[src/rtl/core/sia_pkg.sv]
`timescale 1ns / 1ps
`default_nettype none

package sia_pkg;

  // field widths of the stream words
  localparam int unsigned CMD_W       = 3;
  localparam int unsigned DATA_W      = 32;
  localparam int unsigned STATUS_W    = 3;
  localparam int unsigned DEPTH_W     = 9;
  localparam int unsigned IN_TDATA_W  = 40;
  localparam int unsigned OUT_TDATA_W = 48;

  // command codes
  typedef enum logic [CMD_W-1:0] {
    CMD_PUSH = 3'd0,
    CMD_ADD  = 3'd1,
    CMD_SUB  = 3'd2,
    CMD_MUL  = 3'd3,
    CMD_DIV  = 3'd4,
    CMD_MOD  = 3'd5
  } cmd_t;

  // result status codes
  typedef enum logic [STATUS_W-1:0] {
    ST_OK      = 3'd0,
    ST_FULL    = 3'd1,
    ST_EMPTY   = 3'd2,
    ST_DIVZERO = 3'd3,
    ST_HALTED  = 3'd4
  } status_t;

endpackage

`default_nettype wire

[src/rtl/core/sia_div.sv]
`timescale 1ns / 1ps
`default_nettype none

module sia_div (
  input  wire logic                      clk,
  input  wire logic                      rst_n,
  input  wire logic                      start,
  input  wire logic [sia_pkg::DATA_W-1:0] dividend,
  input  wire logic [sia_pkg::DATA_W-1:0] divisor,
  output logic                           done,
  output logic [sia_pkg::DATA_W-1:0]     quotient,
  output logic [sia_pkg::DATA_W-1:0]     remainder
);
  import sia_pkg::*;

  localparam int unsigned STEP_W = $clog2(DATA_W);

  logic              busy_r;
  logic              fin_r;
  logic              done_r;
  logic [STEP_W-1:0] step_r;
  logic [DATA_W-1:0] quo_r;
  logic [DATA_W-1:0] rem_r;
  logic [DATA_W-1:0] dsr_r;
  logic              neg_q_r;
  logic              neg_r_r;
  logic [DATA_W-1:0] quotient_r;
  logic [DATA_W-1:0] remainder_r;

  logic [DATA_W:0]   rem_w;
  logic [DATA_W:0]   diff;

  // one restoring step: shift in the next dividend bit and try to subtract
  always_comb begin
    rem_w = {rem_r, quo_r[DATA_W-1]};
    diff  = rem_w - {1'b0, dsr_r};
  end

  always_ff @(posedge clk) begin
    if (!rst_n) begin
      busy_r <= 1'b0;
      fin_r  <= 1'b0;
      done_r <= 1'b0;
    end else begin
      if (start) begin
        // work on magnitudes, signs applied at the end
        quo_r   <= dividend[DATA_W-1] ? (DATA_W'(0) - dividend) : dividend;
        dsr_r   <= divisor[DATA_W-1] ? (DATA_W'(0) - divisor) : divisor;
        rem_r   <= '0;
        neg_q_r <= dividend[DATA_W-1] ^ divisor[DATA_W-1];
        neg_r_r <= dividend[DATA_W-1];
        step_r  <= STEP_W'(DATA_W - 1);
        busy_r  <= 1'b1;
        done_r  <= 1'b0;
      end else if (busy_r) begin
        if (!diff[DATA_W]) begin
          rem_r <= diff[DATA_W-1:0];
          quo_r <= {quo_r[DATA_W-2:0], 1'b1};
        end else begin
          rem_r <= rem_w[DATA_W-1:0];
          quo_r <= {quo_r[DATA_W-2:0], 1'b0};
        end
        step_r <= step_r - STEP_W'(1);
        if (step_r == '0) begin
          busy_r <= 1'b0;
          fin_r  <= 1'b1;
        end
        done_r <= 1'b0;
      end else if (fin_r) begin
        // truncating division: remainder follows the dividend sign
        quotient_r  <= neg_q_r ? (DATA_W'(0) - quo_r) : quo_r;
        remainder_r <= neg_r_r ? (DATA_W'(0) - rem_r) : rem_r;
        fin_r       <= 1'b0;
        done_r      <= 1'b1;
      end else begin
        done_r <= 1'b0;
      end
    end
  end

  assign done      = done_r;
  assign quotient  = quotient_r;
  assign remainder = remainder_r;

endmodule

`default_nettype wire

[config.mk]
export PLATFORM = sky130hd
export DESIGN_NAME = sia_div
export DESIGN_NICKNAME = d
export VERILOG_FILES = /design/src/rtl/core/sia_pkg.sv /design/src/rtl/core/sia_div.sv
export SDC_FILE = /design/constraint.sdc
export NUM_CORES = 1
export LEC_CHECK = 0
export BUFFER_PORTS_ARGS = -buffer_cell sky130_fd_sc_hd__buf_2
export CORE_ASPECT_RATIO = 1.25
export CORE_MARGIN = 4
export CORE_UTILIZATION = 50
export CTS_BUF_LIST = sky130_fd_sc_hd__clkbuf_8
export DETAILED_ROUTE_END_ITERATION = 16
export GPL_TIMING_DRIVEN = 0
export PLACE_DENSITY = 0.78
export SYNTH_ARGS = -nofsm -noshare
export SYNTH_HDL_FRONTEND = slang
export SYNTH_SLANG_ARGS = --single-unit
export TNS_END_PERCENT = 50
[constraint.sdc]
create_clock -name clk -period 10.9 [get_ports clk]
set_input_delay 0.545 -clock clk [delete_from_list [all_inputs] [get_ports clk]]
set_output_delay 0.545 -clock clk [all_outputs]
set_load 0.005 [all_outputs]
# Word level (Yosys, flattened, before mapping)
# Cells that the tools add are included.
[word_totals]
romBits = 0
ff_bits = 170
out_inout_bits = 65
in_bits = 67
mem_bits_rw = 0
elab_cells = 46
latch_bits = 0
memories = 0
[classes]
shift = 0
bitwise = 4
n_lt_le_gt_ge = 0
div_mod_pow = 0
n_reduce_logical = 7
n_mux = 16
n_eq_ne = 1
multipliers = 0
n_addsub = 6
[ops]
columns = ["op", "count"]
rows = [
  ["$mux W32", 7],
  ["$sub A1 B32 Y32 const A", 4],
  ["$sub A33 B32 Y33", 1],
  ["$mux W31", 1],
  ["$mux W1", 7],
  ["$reduce_and A2 Y1", 3],
  ["$logic_not A5 Y1", 1],
  ["$mux W5", 1],
  ["$sub A5 B1 Y5 const B", 1],
  ["$reduce_and A4 Y1", 1],
  ["$not A1 Y1", 3],
  ["$reduce_or A3 Y1", 1],
  ["$ne A2 B1 Y1 const B", 1],
  ["$reduce_bool A2 Y1", 1],
  ["$xor A1 B1 Y1", 1],
]

# Logic depth before layout (Yosys ltp)
# Gate-level depths: netlist of run 1.
[logic_depth]
word_depth = 4
mapped_depth = 12
depth_no_buf = 11

# Worst setup path before layout of run 1
# No wires, ideal clock.
[synth_path]
path_type = "input -> register"
startpoint = "input port start"
endpoint = "register quotient_r[0], in the netlist quotient[0], enable pin"
n_path_buf = 2
stages = 3
arrival_time_ns = 5.382
setup_slack_ns = 4.954
path_cell_list = "clkbuf_1 clkbuf_1 nor3_1"
[synth_via]
elab_chain_cells = 2
[synth_lines]
columns = ["element", "line_no", "rtl"]
rows = [
  ["from (decl)", "sia_div.sv:7", "input wire logic start,"],
  ["$not A1 Y1 (no source line)", "-", ""],
  ["$reduce_and A4 Y1 (no source line)", "-", ""],
  ["to (signal assigned)", "sia_div.sv:71", "quotient_r <= neg_q_r ? (DATA_W'(0) - quo_r) : quo_r;"],
  ["to (decl)", "sia_div.sv:27", "logic [DATA_W-1:0] quotient_r;"],
]
# Every way passes these cells.
# A chain may end at the register's enable or synchronous reset.

# Worst setup path in the final report of run 1
[layout_path]
startpoint = "register rem_r[0]"
endpoint = "register rem_r[10], data pin"
[layout_via]
elab_chain_cells = 3
[layout_lines]
columns = ["element", "line_no", "rtl"]
rows = [
  ["from (decl)", "sia_div.sv:23", "logic [DATA_W-1:0] rem_r;"],
  ["from (signal assigned)", "sia_div.sv:57", "rem_r <= diff[DATA_W-1:0];"],
  ["from (signal assigned)", "sia_div.sv:60", "rem_r <= rem_w[DATA_W-1:0];"],
  ["$sub A33 B32 Y33", "sia_div.sv:36", "diff = rem_w - {1'b0, dsr_r};"],
  ["$mux W32", "sia_div.sv:56", "if (!diff[DATA_W]) begin"],
  ["$mux W32", "sia_div.sv:55", "end else if (busy_r) begin"],
]
# Every way passes these cells. The select of a mux whose other input is x is not followed.

==> results.rst, run 1 <==
.. list-table::
   :header-rows: 1

   * - Metric
     - Value
   * - Launch point of the worst reg-to-reg path
     - rem_r[0]
   * - Number of levels the H-tree was split into
     - 4
   * - Total of flip-flops plus latches after synthesis
     - 170
   * - Count of final hold-check violations
     - 0
   * - Sink of the worst hold path
     - dsr_r[0]
   * - Number of flops mapped to enable cells by yosys
     - 167
   * - Syn_nets
     - roughly 1,100
   * - IO Port Bufs
     - between 100 and 150
   * - Actual transition at the worst max-transition pin
     - 1.20 ns
   * - TritonCTS buffer count
     - 17
   * - Routed len/inst
     - around 17 um
   * - Worst voltage drop across the vdd grid
     - 90.6 uV
   * - Netlist area before placement
     - around 11,000 um^2
   * - Hold Path Cell Cnt
     - 1
   * - Remaining DRCs
     - 0
   * - Post-route antenna net violation count
     - 0
   * - Data arrival, critical path
     - 4.40 ns
   * - Shortest clock period the worst path allows after layout
     - 4.19 ns
   * - Initial cell density of the core
     - 51.2%
   * - Largest family of logic cells by synthesized area
     - simple AND/OR/NAND/NOR gates
   * - RePlAce Congestion
     - around 0.91
   * - PwrDens
     - 137 nW/um^2
   * - Share of flip-flops with an asynchronous set or reset
     - 0%
   * - I/O pin cnt
     - 132
   * - Tightest slew margin relative to the limit
     - 18.9%
   * - Post-route clock period utilization
     - 38.4%
   * - Clock sink count
     - 170
   * - Result of the run
     - complete, no violations
   * - Initial detailed-routing violation count
     - 640
   * - Number of antenna violations at the first check in global routing
     - 0
   * - Worst Path Required
     - 11.12 ns
   * - Final setup TNS
     - 0 ns
   * - Clock tree skew after final layout
     - approximately 0.01 ns
   * - Compound-Gate Fraction of Synth Area
     - between 10% and 20%
   * - Max Slew Vio Count
     - 0
   * - Count of instances resized after the clock tree is built
     - 0
   * - Chip height
     - roughly 170 um
   * - Worst-case reg-to-reg path depth
     - 11
   * - Ratio of routed vias to standard cells
     - 5.66
   * - Startpoint class of the critical path
     - flip-flop
   * - Total grt overflow
     - 0
   * - Multiplexer fraction of the synthesized cell area
     - 3.14%
   * - Width of the die
     - 139 um
   * - GRT Util Overall
     - 20.1%
   * - Critical Path Fanout Max
     - 10
   * - Most frequent standard cell in the layout excluding fill and tap cells
     - edfxtp_1
   * - Highest Clock Rate
     - about 0.24 GHz
   * - First drt pass iteration count
     - 6
   * - Final Hold Slack
     - 0.267 ns
   * - Number of antenna diodes
     - 0
   * - Setup repair after global routing missed its margin
     - no
   * - Buffer cell driving the clock tree root
     - clkbuf_8
   * - Arithmetic-cell share of the synthesized area counting full adders, half adders and majority gates
     - 4.52%
   * - Post-synthesis average cell area
     - 10.4 um^2
   * - TritonCTS clock tree
     - done
   * - Estimated wirelength of the detail-placed design
     - 19,600 um
   * - Maximum Capacitance Violations
     - 0
   * - Xor and xnor fraction of the mapped netlist area
     - 11.7%
   * - Pin count of the biggest net entering global routing
     - 38
   * - Area of the die
     - 23,800 um^2
   * - Layout Area Growth over Synthesis
     - 13.7%
   * - Final cell utilization of the core
     - 58.1%
   * - Via Count
     - 8,296
   * - Top FF cell, synth
     - edfxtp_1
   * - Insertion delay to the later sink of the worst-skew pair
     - 0.48 ns
   * - R2r setup slk
     - 6.71 ns
   * - Worst setup EP type
     - flip-flop
   * - Final routed wirelength across all metal layers
     - 24,400 um
   * - Worst Setup Path Type
     - flip-flop to flip-flop
   * - Vias in the first global route
     - between 8,000 and 9,000
   * - Unique masters post-synth
     - 68
   * - Share of layout cells above drive strength 1
     - approximately 17%
   * - Commonest non-fill, non-tap cells in the layout
     - 167 x edfxtp_1, 134 x buf_2, 105 x xnor2_1
   * - Global-route wire length before repair
     - 38,700 um
   * - Share of synthesized cell area in and, or, nand and nor gates
     - 15.6%
   * - Gate count after technology mapping
     - 1,026
   * - Quantity of hold-fixing buffers added after cts
     - 0
   * - Post-synthesis sequential area ratio
     - 47.5%
   * - Max Root-Sink Buffers
     - 2
   * - Number of buffers inserted by post-CTS setup repair
     - 0
   * - Number of nets in the final layout
     - 1,286
   * - Leakage dissipation
     - 0.00449 uW
   * - Synthesis warning total
     - 0
   * - Clock-pin slew on the worst setup and hold paths
     - 0.09 ns
   * - Worst min-delay path startpoint
     - divisor[0]
   * - Setup Viol. Count Final
     - 0
   * - RR Endpoint
     - rem_r[10]
   * - Min-delay worst type
     - primary input to flip-flop
   * - Layout Cell Area excl Fill
     - about 12,000 um^2
   * - Area after DPL
     - 11,800 um^2
   * - Number of placement rows
     - between 50 and 60
   * - Core Region
     - around 21,000 um^2
-- final cells by class --
type / count / area, um^2
timing repair buffer: 136 / 731
clock buffer: 17 / 234
multi-input combinational: 762 / 5260
sequential: 170 / 5070
inverter: 56 / 210
clock inverter: 14 / 145
tap: 274 / 343
buffer: 38 / 148
fill: 1765 / 8750
-- layer usage --
metal  track usage (%)  up-vias  wire [um]
met1              22.6     3875       9680
met5                 0        -          0
met3              3.06       60       1300
met4              9.06        0        784
li1                  -     4085          -
met2              37.9      276      12600
-- critical path, cell delays in order, from the launching register on --
cell and delay, ns:
edfxtp_1 0.47, inv_1 0.13, fa_1 0.46, nand2b_1 0.19
a21o_1 0.20, a211oi_1 0.49, nor3_1 0.20, o311a_1 0.40
nor3_2 0.67, buf_2 0.42, mux2i_1 0.23, nor2_1 0.06
-- where the power goes --
| part | internal (uW) | switching (uW) |
|---|---|---|
| Combinational | 178 | 241 |
| Clock | 203 | 237 |
| Sequential | 773 | 35.2 |
| Total | 1150 | 514 |
-- worst max path at each step --
stage / from / to / slack (ns) / cells past startpoint
finish: rem_r[0] / rem_r[10] / 6.71 / 11
CTS: rem_r[0] / rem_r[2] / 6.72 / 11
detailed placement: rem_r[0] / rem_r[2] / 6.73 / 11
global route: rem_r[0] / rem_r[10] / 6.47 / 11
global placement: start / quotient[30] / 3.05 / 3
floorplan: start / quotient[0] / 4.95 / 3
-- per-stage QoR --
stage               std cells  power [uW]  worst slack, ns
global route             1467        1750             6.47
detailed placement       1436        1240             6.73
global placement         1430        1230             3.05
CTS                      1467        1670             6.72
finish                   1467        1670             6.71
floorplan                1026        1130             4.95
-- state kept, by name, summed over array words and instances (netlist names) --
signal,flops
step_r,5
remainder,32
quotient,32
busy_r,1
dsr_r,32
rem_r,32
neg_r_r,1
done,1
neg_q_r,1
fin_r,1
quo_r,32
-- cells by family after synthesis --
logic type,after synthesis
xor+xnor,143
mux,32
flops,170
simple gates,320
compound gates,229
fa+ha+maj,38
buf+inv,94
-- synthesized netlist by cell type, drive strengths merged, types with 18 or more instances --
cell | count | area [um^2]
o41ai | 18 | 165
o31ai | 37 | 310
mux2i | 20 | 200
nor3 | 28 | 145
a21oi | 58 | 290
inv | 56 | 210
nor2 | 80 | 300
edfxtp | 167 | 5010
or3 | 25 | 176
xor2 | 38 | 333
ha | 37 | 463
nand2b | 22 | 153
xnor2 | 105 | 920
o21ai | 65 | 325
clkbuf | 30 | 113
nand2 | 70 | 263
No activity file was read; power rests on OpenSTA's default activity.
==> run 2: changes to the inputs <==
- ABC_AREA: default -> 1
- clock period: 10.9 -> 4.2 ns (I/O delays scaled with it)
==> results.rst, run 2 <==
.. list-table::
   :header-rows: 1

   * - Metric
     - Value
   * - Result of the run
     - complete, no violations (unchanged)
   * - Worst setup EP type
     - flip-flop (unchanged)
   * - Largest stage delay, worst path
     - 0.49 ns (was 0.67 ns)
   * - Kind of cell adding the most delay to the critical path
     - simple AND/OR/NAND/NOR gates (unchanged)
   * - Synthesis warning total
     - 0 (unchanged)
   * - Global-route wire length before repair
     - 51,200 um (was 38,700 um)
   * - Top FF cell, synth
     - edfxtp_1 (unchanged)
   * - Most area-consuming cells after synthesis
     - edfxtp_1 41%, nand2_1 15%, inv_1 9.6%, nor2_1 6.7%, xor2_1 6.2% (was edfxtp_1 47%, xnor2_1 8.6%, ha_1 4.3%, xor2_1 3.1%, o21ai_0 3.0%)
   * - GRT Util Overall
     - 23.9% (was 20.1%)
   * - Max Slew Vio Count
     - 0 (unchanged)
   * - Area of the die
     - 27,300 um^2 (was 23,800 um^2)
   * - Max Root-Sink Buffers
     - 2 (unchanged)
   * - Unique masters post-synth
     - 41 (was 68)
   * - Vias in the first global route
     - 10,800 (was 8,137)
   * - Pwr Total
     - 4610 uW (was 1670 uW)
   * - Estimated wirelength of the detail-placed design
     - 27,200 um (was 19,600 um)
   * - Post-synthesis sequential area ratio
     - 41.1% (was 47.5%)
   * - Clock-pin slew on the worst setup and hold paths
     - 0.10 ns (was 0.09 ns)
   * - TritonCTS buffer count
     - 17 (unchanged)
   * - Core Region
     - 24,400 um^2 (was 20,900 um^2)
   * - RePlAce Congestion
     - 0.986 (was 0.907)
   * - Final setup TNS
     - 0 ns (unchanged)
   * - Most used standard cell by instance count after synthesis
     - nand2_1 (was edfxtp_1)
   * - Share of flip-flops with an asynchronous set or reset
     - 0% (unchanged)
   * - Share of power burned in registers
     - 45.3% (was 48.4%)
   * - Power Internal
     - 3050 uW (was 1150 uW)
   * - Leakage dissipation
     - 0.00701 uW (was 0.00449 uW)
   * - Most frequent standard cell in the layout excluding fill and tap cells
     - nand2_1 (was edfxtp_1)
   * - Worst Setup Path Type
     - flip-flop to flip-flop (unchanged)
   * - Post-route antenna net violation count
     - 0 (unchanged)
   * - Cell type with the largest total area after synthesis
     - edfxtp_1 (unchanged)
   * - Shortest clock period the worst path allows after layout
     - 3.14 ns (was 4.19 ns)
   * - IO Port Bufs
     - 131 (was 130)
   * - Switching power share of the total
     - 33.9% (was 30.8%)
   * - Share of layout cells above drive strength 1
     - 10.5% (was 17.4%)
   * - Clock tree skew after final layout
     - 0.0137 ns (was 0.0101 ns)
   * - Netlist area before placement
     - 12,400 um^2 (was 10,700 um^2)
   * - Critical Path Fanout Max
     - 10 (unchanged)
   * - Clock Power Share
     - 27.0% (was 26.4%)
   * - Routed len/inst
     - 14.9 um (was 16.6 um)
   * - Worst voltage drop across the vdd grid
     - 209 uV (was 90.6 uV)
   * - Startpoint class of the critical path
     - flip-flop (unchanged)
   * - Most used standard cells in the synthesized netlist
     - 494 x nand2_1, 316 x inv_1, 221 x nor2_1 (was 167 x edfxtp_1, 105 x xnor2_1, 80 x nor2_1)
   * - Tightest slew margin relative to the limit
     - 17.5% (was 18.9%)
   * - Total grt overflow
     - 0 (unchanged)
   * - I/O pin cnt
     - 132 (unchanged)
   * - First drt pass iteration count
     - 6 (unchanged)
   * - Highest Clock Rate
     - 0.318 GHz (was 0.239 GHz)
   * - Worst-case reg-to-reg path depth
     - 16 (was 11)
   * - Share of the synthesized area in the top cell type
     - 40.6% (was 46.9%)
   * - Library cell appearing most often on the critical path
     - nand2_1
   * - Ratio of routed vias to standard cells
     - 5.09 (was 5.66)
   * - Remaining DRCs
     - 0 (unchanged)
   * - TritonCTS clock tree
     - done (unchanged)
   * - Insertion delay to the later sink of the worst-skew pair
     - 0.48 ns (about the same)
   * - Chip height
     - 184 um (was 171 um)
   * - Switching power
     - 1560 uW (was 514 uW)
   * - Number of buffers inserted by post-CTS setup repair
     - 0 (unchanged)
   * - Number of antenna violations at the first check in global routing
     - 9 (was 0)
   * - Quantity of hold-fixing buffers added after cts
     - 3 (was 0)
   * - Final cell utilization of the core
     - 57.4% (was 58.1%)
   * - Slowest-stage cell, CP
     - edfxtp_1 (was nor3_2)
   * - Setup Viol. Count Final
     - 0 (unchanged)
   * - Crit path buf inv count
     - 3 (was 2)
   * - Stages on the worst setup path
     - 16 (was 11)
   * - Data arrival, critical path
     - 3.38 ns (was 4.40 ns)
   * - Number of nets in the final layout
     - 1,980 (was 1,286)
   * - Clock sink count
     - 170 (unchanged)
   * - Number of flops mapped to enable cells by yosys
     - 167 (unchanged)
   * - Initial cell density of the core
     - 50.6% (was 51.2%)
   * - Width of the die
     - 149 um (was 139 um)
   * - Number of levels the H-tree was split into
     - 4 (unchanged)
   * - Critical-path cell list
     - inv_1, ha_1, fa_1, inv_1, nand2_1, nand2_1, nand3_1, nand2_1, nand2_2, nand2_2, nand2_4, nand3_2, nand2_4, buf_6, nor2_1, nor2_1 (was inv_1, fa_1, nand2b_1, a21o_1, a211oi_1, nor3_1, o311a_1, nor3_2, buf_2, mux2i_1, nor2_1)
   * - Gate count after technology mapping
     - 1,716 (was 1,026)
   * - Actual transition at the worst max-transition pin
     - 1.24 ns (was 1.20 ns)
   * - Layout Area Growth over Synthesis
     - 13.3% (was 13.7%)
   * - PwrDens
     - 329 nW/um^2 (was 137 nW/um^2)
   * - Hold Path Cell Cnt
     - 3 (was 1)
   * - Setup repair after global routing missed its margin
     - no (unchanged)
   * - Total of flip-flops plus latches after synthesis
     - 170 (unchanged)
   * - Initial detailed-routing violation count
     - 727 (was 640)
   * - Maximum Capacitance Violations
     - 0 (unchanged)
   * - Worst Path Required
     - 4.44 ns (was 11.12 ns)
   * - Final routed wirelength across all metal layers
     - 33,000 um (was 24,400 um)
   * - Post-synthesis average cell area
     - 7.20 um^2 (was 10.4 um^2)
   * - Min-delay worst type
     - primary input to flip-flop (unchanged)
   * - Count of final hold-check violations
     - 0 (unchanged)
   * - Syn_nets
     - 1,821 (was 1,131)
   * - Number of placement rows
     - 64 (was 59)
   * - Buffer cell driving the clock tree root
     - clkbuf_8 (unchanged)
   * - Post-route clock period utilization
     - 74.8% (was 38.4%)
   * - Pin count of the biggest net entering global routing
     - 35 (was 38)
   * - Comb power frac
     - 27.7% (was 25.2%)
   * - Via Count
     - 11,300 (was 8,296)
   * - Count of instances resized after the clock tree is built
     - 0 (unchanged)
   * - Commonest non-fill, non-tap cells in the layout
     - 494 x nand2_1, 317 x inv_1, 220 x nor2_1 (was 167 x edfxtp_1, 134 x buf_2, 105 x xnor2_1)
-- run 2: cell types whose count changed after synthesis, moves of 12 or more --
cell / change
nand2_1: +424
o41ai_1: -17
inv_1: +260
xor2_1: +50
mux2i_1: -20
nor2_1: +141
xnor2_1: -91
or3_1: -21
nand2b_1: -20
nand3_1: +121
o31ai_1: -32
mux2_2: -12
a21oi_1: -31
-- run 2: per-layer routing --
layer  global-route usage, %  part of all wire [%]
met1                    25.0                    38
met2                    45.2                    53
met3                    4.12                   4.8
met4                    12.4                   4.8
met5                       0                  0.20
-- run 2: worst min-delay path, stage by stage --
cell and delay [ns]:
buf_2 0.09, nand2_1 0.05, nand2_1 0.05
-- run 2: final timing paths --
path	from	endpoint	slack (ns)
worst min-delay path	divisor[29]	dsr_r[29]	0.03
worst max-delay path	quo_r[31]	rem_r[25]	1.06
worst max register to register	quo_r[31]	rem_r[25]	1.06
worst min register to register	quo_r[0]	quotient[0]	0.48
-- run 2: kinds of logic (layout without fill, tap and decap cells) --
group | Yosys count | in the layout | share of synthesized area, %
AO/OA/AOI/OAI | 119 | 119 | 5.23
adder cells (fa/ha/maj) | 38 | 38 | 3.91
buffers and inverters | 350 | 521 | 10.9
flip-flops | 170 | 170 | 41.1
XOR/XNOR | 102 | 102 | 7.23
AND/OR/NAND/NOR | 937 | 937 | 31.7
other | 0 | 3 | 0
-- run 2: metrics by stage --
stage | worst slack [ns] | instance area [um^2] | std cells | hold WS (ns)
floorplan | 0.318 | 12400 | 1716 | 0.309
global placement | -0.847 | 13400 | 2177 | 0.421
detailed placement | 1.07 | 13500 | 2183 | 0.423
CTS | 1.05 | 14000 | 2217 | 0.00555
global route | 0.891 | 14000 | 2219 | 0.0407
finish | 1.06 | 14000 | 2220 | 0.0271
-- run 2: layout make-up --
type | count | area (um^2)
multi-input combinational | 1196 | 5960
clock inverter | 14 | 190
tap | 330 | 413
fill | 2261 | 10400
sequential | 170 | 5070
timing repair buffer | 140 | 782
clock buffer | 17 | 234
buffer | 30 | 143
inverter | 320 | 1200
antenna | 3 | 7.51
-- run 2: power by group through the flow --
stage / registers [uW] / clock network (uW) / logic [uW]
2_1_floorplan: 2090 / 0 / 948
3_3_place_gp: 2130 / 0 / 1220
3_5_place_dp: 2120 / 0 / 1260
4_1_cts: 2080 / 1250 / 1270
5_1_grt: 2100 / 1320 / 1450
6_report: 2090 / 1250 / 1280
==> run 3: changes to the inputs <==
- clock period: 4.2 -> 2.9 ns (I/O delays scaled with it)
==> results.rst, run 3 (synthesis results as in run 2) <==
.. list-table::
   :header-rows: 1

   * - Metric
     - Value
   * - Buffer cell driving the clock tree root
     - clkbuf_8 (unchanged)
   * - Core Region
     - 24,400 um^2 (unchanged)
   * - Worst voltage drop across the vdd grid
     - 295 uV (was 209 uV)
   * - Post-route antenna net violation count
     - 0 (unchanged)
   * - Max Root-Sink Buffers
     - 2 (unchanged)
   * - Shortest clock period the worst path allows after layout
     - 2.60 ns (was 3.14 ns)
   * - Post-route clock period utilization
     - 89.7% (was 74.8%)
   * - Startpoint class of the critical path
     - flip-flop (unchanged)
   * - Insertion delay to the later sink of the worst-skew pair
     - 0.48 ns (about the same)
   * - RePlAce Congestion
     - 0.989 (was 0.986)
   * - Final setup TNS
     - 0 ns (unchanged)
   * - Setup Viol. Count Final
     - 0 (unchanged)
   * - Min-delay worst type
     - primary input to flip-flop (unchanged)
   * - Initial detailed-routing violation count
     - 624 (was 727)
   * - Via Count
     - 11,300 (about the same)
   * - Number of levels the H-tree was split into
     - 4 (unchanged)
   * - Launch point of the worst reg-to-reg path
     - rem_r[0] (was quo_r[31])
   * - Critical Path Fanout Max
     - 5 (was 10)
   * - Routed len/inst
     - 15.0 um (was 14.9 um)
   * - Worst setup EP type
     - flip-flop (unchanged)
   * - PwrDens
     - 458 nW/um^2 (was 329 nW/um^2)
   * - Hold Path Cell Cnt
     - 2 (was 3)
   * - Worst Setup Path Type
     - flip-flop to flip-flop (unchanged)
   * - TritonCTS buffer count
     - 17 (unchanged)
   * - Actual transition at the worst max-transition pin
     - 1.25 ns (was 1.24 ns)
   * - Highest Clock Rate
     - 0.384 GHz (was 0.318 GHz)
   * - Leakage dissipation
     - 0.00701 uW (about the same)
   * - Result of the run
     - complete, no violations (unchanged)
   * - Data arrival, critical path
     - 2.84 ns (was 3.38 ns)
   * - R2r setup slk
     - 0.30 ns (was 1.06 ns)
   * - I/O pin cnt
     - 132 (unchanged)
   * - TritonCTS clock tree
     - done (unchanged)
   * - Number of placement rows
     - 64 (unchanged)
   * - Number of nets in the final layout
     - 1,990 (was 1,980)
   * - Max Slew Vio Count
     - 0 (unchanged)
   * - Final routed wirelength across all metal layers
     - 33,400 um (was 33,000 um)
   * - Slowest-stage cell, CP
     - edfxtp_1 (unchanged)
   * - Clock-pin slew on the worst setup and hold paths
     - 0.09 ns (was 0.10 ns)
   * - Ratio of routed vias to standard cells
     - 5.06 (was 5.09)
   * - Chip height
     - 184 um (unchanged)
   * - Worst min-delay path startpoint
     - divisor[3] (was divisor[29])
   * - Clock sink count
     - 170 (unchanged)
   * - Largest stage delay, worst path
     - 0.48 ns (was 0.49 ns)
   * - Worst-case reg-to-reg path depth
     - 11 (was 16)
   * - Library cell appearing most often on the critical path
     - nand3_1 (was nand2_1)
   * - Tightest slew margin relative to the limit
     - 16.4% (was 17.5%)
   * - Pwr Total
     - 6430 uW (was 4610 uW)
   * - Number of antenna violations at the first check in global routing
     - 6 (was 9)
   * - Total grt overflow
     - 0 (unchanged)
   * - Remaining DRCs
     - 0 (unchanged)
   * - Area of the die
     - 27,300 um^2 (unchanged)
   * - Global-route wire length before repair
     - 51,900 um (was 51,200 um)
   * - IO Port Bufs
     - 131 (unchanged)
   * - Width of the die
     - 149 um (unchanged)
   * - Layout Area Growth over Synthesis
     - 13.7% (was 13.3%)
   * - Initial cell density of the core
     - 50.6% (unchanged)
   * - Final cell utilization of the core
     - 57.5% (was 57.4%)
   * - RR Endpoint
     - remainder[26] (was rem_r[25])
   * - Clock tree skew after final layout
     - 0.0169 ns (was 0.0137 ns)
   * - Estimated wirelength of the detail-placed design
     - 27,900 um (was 27,200 um)
   * - Commonest non-fill, non-tap cells in the layout
     - 493 x nand2_1, 314 x inv_1, 220 x nor2_1 (was 494 x nand2_1, 317 x inv_1, 220 x nor2_1)
   * - Setup repair after global routing missed its margin
     - no (unchanged)
   * - First drt pass iteration count
     - 5 (was 6)
   * - Pin count of the biggest net entering global routing
     - 35 (unchanged)
   * - Share of layout cells above drive strength 1
     - 10.7% (was 10.5%)
   * - Maximum Capacitance Violations
     - 0 (unchanged)
   * - Vias in the first global route
     - 10,800 (about the same)
   * - Most frequent standard cell in the layout excluding fill and tap cells
     - nand2_1 (unchanged)
   * - Final Hold Slack
     - 0.0282 ns (was 0.0271 ns)
   * - Sink of the worst hold path
     - dsr_r[3] (was dsr_r[29])
   * - Layout filler cell count
     - 2,246 (was 2,261)
   * - GRT Util Overall
     - 24.3% (was 23.9%)
   * - Worst Path Required
     - 3.13 ns (was 4.44 ns)
   * - Count of final hold-check violations
     - 0 (unchanged)
   * - Critical-path cell list
     - inv_1, ha_1, nand3_1, nor2_1, nand3_1, nor2_1, nand3_1, o21ai_1, o21ai_0, nand2_1, nand2_1 (was inv_1, ha_1, fa_1, inv_1, nand2_1, nand2_1, nand3_1, nand2_1, nand2_2, nand2_2, nand2_4, nand3_2, nand2_4, buf_6, nor2_1, nor2_1)
run 3: cell types whose count changed in the layout (fill, tap and decap cells not counted), moves of 2 or more:
cell,delta
inv_6,-3
buf_6,+2
inv_2,+2
nand3_2,-2
clkinv_1,+3
buf_4,+2
inv_1,-3
dlygate4sd3_1,+8
bufinv_16,-2
nand3_4,+2
run 3: what timing repair did:
action                                 CTS  global route
setup buffers                            1             2
gates resized for setup                  3             9
hold buffers                            11             0
pin swaps                                0             1
endpoints found under the hold margin   11             0
setup endpoints to repair               27            28
run 3: worst max path at each step:
stage | from | endpoint | slack, ns
floorplan | busy_r | quotient[0] | -0.007
global placement | start | remainder[2] | -1.04
detailed placement | quo_r[31] | rem_r[25] | -0.19
CTS | quo_r[31] | rem_r[29] | 0.03
global route | quo_r[31] | rem_r[29] | 0.05
finish | rem_r[0] | remainder[26] | 0.30
run 3: final cells by class:
cell class	count	area, um^2	share of cell area, %
diodes	2	5.00	0.0356
clock buffers	17	234	1.67
flip-flops and latches	170	5080	36.1
plain buffers	29	141	1.01
well taps	330	413	2.94
multi-input cells	1196	5990	42.7
inverters	320	1200	8.55
clock inverters	12	105	0.748
repair buffers	151	881	6.27
run 3: power breakdown:
group	internal, uW	total, uW	switching, uW
clock	659	1530	871
sequential	2900	3020	121
combinational	660	1880	1220
run 3: worst max-delay path: cells and delay by family (launching register included):
kind | cells | cell delay, ns
AOI/OAI and AO/OA | 2 | 0.45
adders and majority gates | 1 | 0.18
buffers and inverters | 1 | 0.16
DFF | 1 | 0.48
and+or+nand+nor | 7 | 1.08
run 3: metal layers:
metal / track usage, % / part of all wire, % / vias up
met1: 25.1 / 37 / 5007
met2: 45.9 / 53 / 366
met3: 4.17 / 5.0 / 116
met4: 14.2 / 5.7 / 8
met5: 0 / 0.14 / -
li1: - / - / 5775
run 3: per-stage QoR:
step	cell area [um^2]	worst slack [ns]	instances
floorplan	12400	-0.00681	1716
global placement	13400	-1.04	2177
detailed placement	13500	-0.189	2183
CTS	14000	0.0298	2224
global route	14000	0.0465	2227
finish	14000	0.299	2227
